--- config.mk ---
export PLATFORM = sky130hd
export DESIGN_NAME = q2e_fifo
export DESIGN_NICKNAME = d
export VERILOG_FILES = /design/src/hdl/q2e_fifo.sv
export SDC_FILE = /design/constraint.sdc
export NUM_CORES = 1
export LEC_CHECK = 0
export BUFFER_PORTS_ARGS = -buffer_cell sky130_fd_sc_hd__buf_2
export CAP_MARGIN = 30
export CORE_MARGIN = 3
export CORE_UTILIZATION = 48
export DETAILED_ROUTE_END_ITERATION = 16
export PLACE_DENSITY = 0.74
export SYNTH_ARGS = -nofsm -noshare
export SYNTH_HDL_FRONTEND = slang
export SYNTH_SLANG_ARGS = --single-unit
--- constraint.sdc ---
create_clock -name aclk -period 1.8 [get_ports aclk]
set_input_delay 0.18 -clock aclk [delete_from_list [all_inputs] [get_ports aclk]]
set_output_delay 0.18 -clock aclk [all_outputs]
set_load 0.01 [all_outputs]
--- src/hdl/q2e_fifo.sv ---
module q2e_fifo #(
    parameter int WIDTH = 8
) (
    input  logic             aclk,
    input  logic             aresetn,
    input  logic             in_valid,
    output logic             in_ready,
    input  logic [WIDTH-1:0] in_data,
    output logic             out_valid,
    input  logic             out_ready,
    output logic [WIDTH-1:0] out_data
);
    logic [WIDTH-1:0] mem_reg [2];
    logic             wp_reg, rp_reg;
    logic [1:0]       cnt_reg;
    logic             wr, rd;

    assign in_ready  = cnt_reg != 2'd2;
    assign out_valid = cnt_reg != 2'd0;
    assign out_data  = mem_reg[rp_reg];
    assign wr = in_valid && in_ready;
    assign rd = out_valid && out_ready;

    always_ff @(posedge aclk) begin
        if (!aresetn) begin
            wp_reg <= 1'b0; rp_reg <= 1'b0; cnt_reg <= 2'd0;
        end else begin
            if (wr) wp_reg <= !wp_reg;
            if (rd) rp_reg <= !rp_reg;
            cnt_reg <= cnt_reg + 2'(wr) - 2'(rd);
        end
    end

    always_ff @(posedge aclk) begin
        if (wr) mem_reg[wp_reg] <= in_data;
    end
endmodule

; Word level (Yosys, flattened, before mapping)
; Memory sizes are Yosys's and may differ from the RTL's. A register that Yosys moved wholly into a read port is not among the register bits.
; Cells that the tools add are included.
[word_totals]
ram_bits = 16
romBits = 0
n_memories = 1
latchBits = 0
inputBits = 12
reg_bits = 4
[op_classes]
shifts = 0
n_mul = 0
order_cmp = 0
n_eq_ne = 1
muxes = 4
div_mod_pow = 0
reduce_logical = 5
bitwise_logic = 0
addsub = 2
[mem_list]
columns = name, depth, word_bits, rd, rd_ports_with_merged_regs, wr, line
row1 = mem_reg, 2, 8, 1, 1, 1, 13  ; logic [WIDTH-1:0] mem_reg [2];
[ops]
columns = operator, count
row1 = 1-bit two-way mux, 4
row2 = 2-bit by 1-bit adder with 2-bit output, 1
row3 = 1-bit logical AND, 2
row4 = 1-bit zero test, 2
row5 = 2-bit inequality test (second input constant), 1
row6 = 2-bit nonzero test, 1
row7 = 2-bit by 1-bit subtractor with 2-bit output, 1

; Logic depth before layout (Yosys ltp)
[depth]
depth_word = 4
mapped_depth = 6

; Worst setup path after synthesis
; OpenSTA, ideal clock, no wires.
[synth_timing]
kind = reg2reg
startpoint = reg cnt_reg[1]
endpoint = reg cnt_reg[1]
stages_incl_launch_ff = 7
t_required_ns = 1.676
arrival_time_ns = 1.204
synth_period_minus_slack_ns = 1.328
setup_slack_ns = 0.472
n_path_buf = 0
setup_time_ns = 0.124
path_cell_list = dfxtp_1 -> and2b_1 -> o21ba_2 -> nor2_1 -> ha_1 -> nor4_1 -> nor3_1
[synth_between]
elab_chain_cells = 4
[synth_rtl]
columns = element, line
row1 = from (decl), 15  ; logic [1:0] cnt_reg;
row2 = from (signal assigned), 30  ; cnt_reg <= cnt_reg + 2'(wr) - 2'(rd);
row3 = 2-bit inequality test, 18  ; assign in_ready = cnt_reg != 2'd2;
row4 = 1-bit logical AND, 21  ; assign wr = in_valid && in_ready;
row5 = 2-bit by 1-bit adder with 2-bit output, 30
row6 = 2-bit by 1-bit subtractor with 2-bit output (*), 30
; Every way passes the cells marked *; elsewhere a longest branch is shown, timed or not.
; A chain may end at the register's enable or synchronous reset.

==> flow_metrics.py <==
metrics = {
    "logic_synthesis": {
        "syn_nets": 68,
        "ys_seq_elements": 21,
        "synth_async_sr_flop_share_pct": 0,
        "synth.distinct_cells": 23,
        "post_synth_instance_area_um2": 836,
        "mapped_cells": 55,
        "synth-edff-count": 16,
        "ys_seq_area_share_pct": 69.5,
        "synth_warnings": 0,
        "synth.avg_cell_area_um2": 15.2,
        "postSynth.topFlopCell": "edfxtp_1",
    },
    "detailed_routing": {
        "routedWlPerCell_um": 12.4,
        "drt-vias-per-instance": 5.21,
        "detailroute.via_count": 495,
        "drc": 0,
        "detail_route.wirelength_um": 1170,
        "antenna_violating_nets_post_route": 0,
        "drt-initial-drc-count": 8,
        "drt_pre_antenna_iters": 3,
    },
    "grt": {
        "grt-ovfl-total": 0,
        "global_route.usage.total_pct": 11.5,
        "grt_pass1_wl_um": 1770,
        "first_global_vias": 444,
        "grt_max_degree": 12,
        "antenna_violations_before_repair": 0,
    },
    "critical_path": {
        "worst-setup-path-type": "reg2out",
        "cp.arrival_ns": 1.35,
        "rr_startpoint": "cnt_reg[1]",
        "critPathRequiredTime_ns": 1.62,
        "r2r_cells": 6,
        "critPathCaptureType": "output port",
        "r2r_setup_slack_ns": 0.34,
        "critPathMaxStageDelay_ns": 0.55,
        "worstPathCellList": "mux2_2 -> buf_2",
        "timing.rr.end": "cnt_reg[1]",
        "startpoint_type": "flip-flop",
        "cp_slowest_cell": "dfxtp_1",
        "critical_path.max_fanout": 8,
    },
    "timing": {
        "final_period_minus_worst_setup_slack_ns": 1.53,
        "finalSetupViolations": 0,
        "hold_ws_ns": 0.0716,
        "final_max_slew_viol_count": 0,
        "max_slew_margin_pct": 75.5,
        "final-hold-violation-count": 0,
        "timing.final.crit_share_pct": 84.8,
        "timing_worst_slew_pin_value_ns": 0.362,
        "worst_clock_skew_ns": 0.00148,
        "totalNegativeSetupSlack_ns": 0,
        "f_max_ghz": 0.655,
        "rsz0062_at_grt": "no",
    },
    "flow_run": {
        "timing.max_cap.violations": 0,
    },
    "clocking": {
        "cts_max_level": 1,
        "max-clock-path-buffers": 2,
        "clock_transition_at_the_register_clock_pins_on_the_worst_setup_and_hold_paths_after_cts_ns": 0.11,
        "tritoncts.num_buffers": 3,
        "cts.sinks": 21,
        "cts_tree": "yes",
        "post_cts.resized_instances": 0,
        "cts_setup_buffers": 0,
        "root_buffer": "clkbuf_4",
        "clkLatencyLatePin_ns": 0.29,
        "holdBufCountCts": 0,
    },
    "place": {
        "gp_routability_congestion": 0.687,
        "dp.cells": 91,
        "place.port_buffers": 21,
    },
    "worst_hold_path": {
        "min_to": "mem_reg[1][4]",
        "whs_path_depth": 1,
        "timing.hold.worst.class": "in2reg",
        "timing.hold.worst.start": "in_data[4]",
    },
    "die": {
        "start_util_pct": 53.0,
        "die_height_um": 47.7,
        "die_area_um2": 2280,
        "dieWidth_um": 47.7,
        "core_um2": 1580,
        "fp-row-count": 14,
        "design.portCount": 22,
    },
    "layout": {
        "fin_util_pct": 62.3,
        "largest_reg_flops": 16,
        "number_of_antenna_diodes": 0,
        "multi_input_comb_area_um2": 243,
        "num-fill-cells": 126,
        "mostFrequentLayoutCell": "buf_2",
        "finalNonFillerCells": 95,
        "num-nets-final": 93,
        "mostFrequentLayoutCells": "buf_2, edfxtp_1, mux2_2",
        "layout-area-overhead-vs-synth_pct": 17.5,
        "drive_above_1_share_pct": 44.3,
        "final-seq-area_um2": 581,
    },
    "power": {
        "power_w": 0.00113,
        "cellPowerDensity_nw_per_um2": 1150,
        "power.static_leakage_nw": 0.397,
        "ir_worst_vdd_v": 0.000649,
    },
    "status": {
        "run_status": "finished, final reports clean",
    },
}
-- per-stage QoR --
| stage | worst slack (ns) | cell area, um^2 |
|---|---|---|
| floorplan | 0.472 | 836 |
| global placement | 0.375 | 956 |
| detailed placement | 0.367 | 956 |
| CTS | 0.241 | 982 |
| global route | 0.177 | 982 |
| finish | 0.273 | 982 |
-- how the worst max path moves through the flow --
stage,startpoint,endpoint,slack [ns],cells after the start
3_3_place_gp,cnt_reg[1],cnt_reg[1],0.38,6
2_1_floorplan,cnt_reg[1],cnt_reg[1],0.47,6
3_5_place_dp,cnt_reg[1],cnt_reg[1],0.37,6
4_1_cts,flip-flop,out_data[7],0.24,2
5_1_grt,flip-flop,out_data[7],0.18,2
6_report,flip-flop,out_data[7],0.27,2
-- critical path: cells and delay by family (launching register included) --
family,cells,cell delay (ns)
DFF,1,0.55
muxes,1,0.38
buffers and inverters,1,0.14
-- metal layers --
metal	part of all wire, %	GRT usage, %
met1	45	13.4
met2	49	19.5
met3	6.6	3.38
met4	0	4.84
met5	0	0
-- cell type report --
| type | count | share of cell area, % |
|---|---|---|
| Multi-Input combinational cell | 31 | 24.7 |
| Inverter | 2 | 0.764 |
| Clock buffer | 4 | 2.68 |
| Timing Repair Buffer | 21 | 10.7 |
| Sequential cell | 21 | 59.1 |
| Tap cell | 16 | 2.04 |
-- power by group --
group	switching, W	internal, W
clock	0.000129	0.0000860
combinational	0.000127	0.000151
sequential	0.0000483	0.000592
-- synth_stat cells (2+ instances only) --
master     n  area, um^2
nor2_1     4        15.0
dfxtp_1    5         100
mux2_2     8        90.1
edfxtp_1  16         480
inv_1      2        7.51
and3_1     2        12.5
o21ai_0    2        10.0
-- kinds of logic after synthesis --
family                     after synthesis  share of synthesized area [%]
AOI/OAI and AO/OA                        6                           5.24
xor gates and xnor gates                 1                           1.05
adders and majority gates                1                           1.50
buffers and inverters                    3                           1.50
and+or+nand+nor                         15                           10.5
muxes                                    8                           10.8
DFF                                     21                           69.5
(Power assumes the default switching activity.)
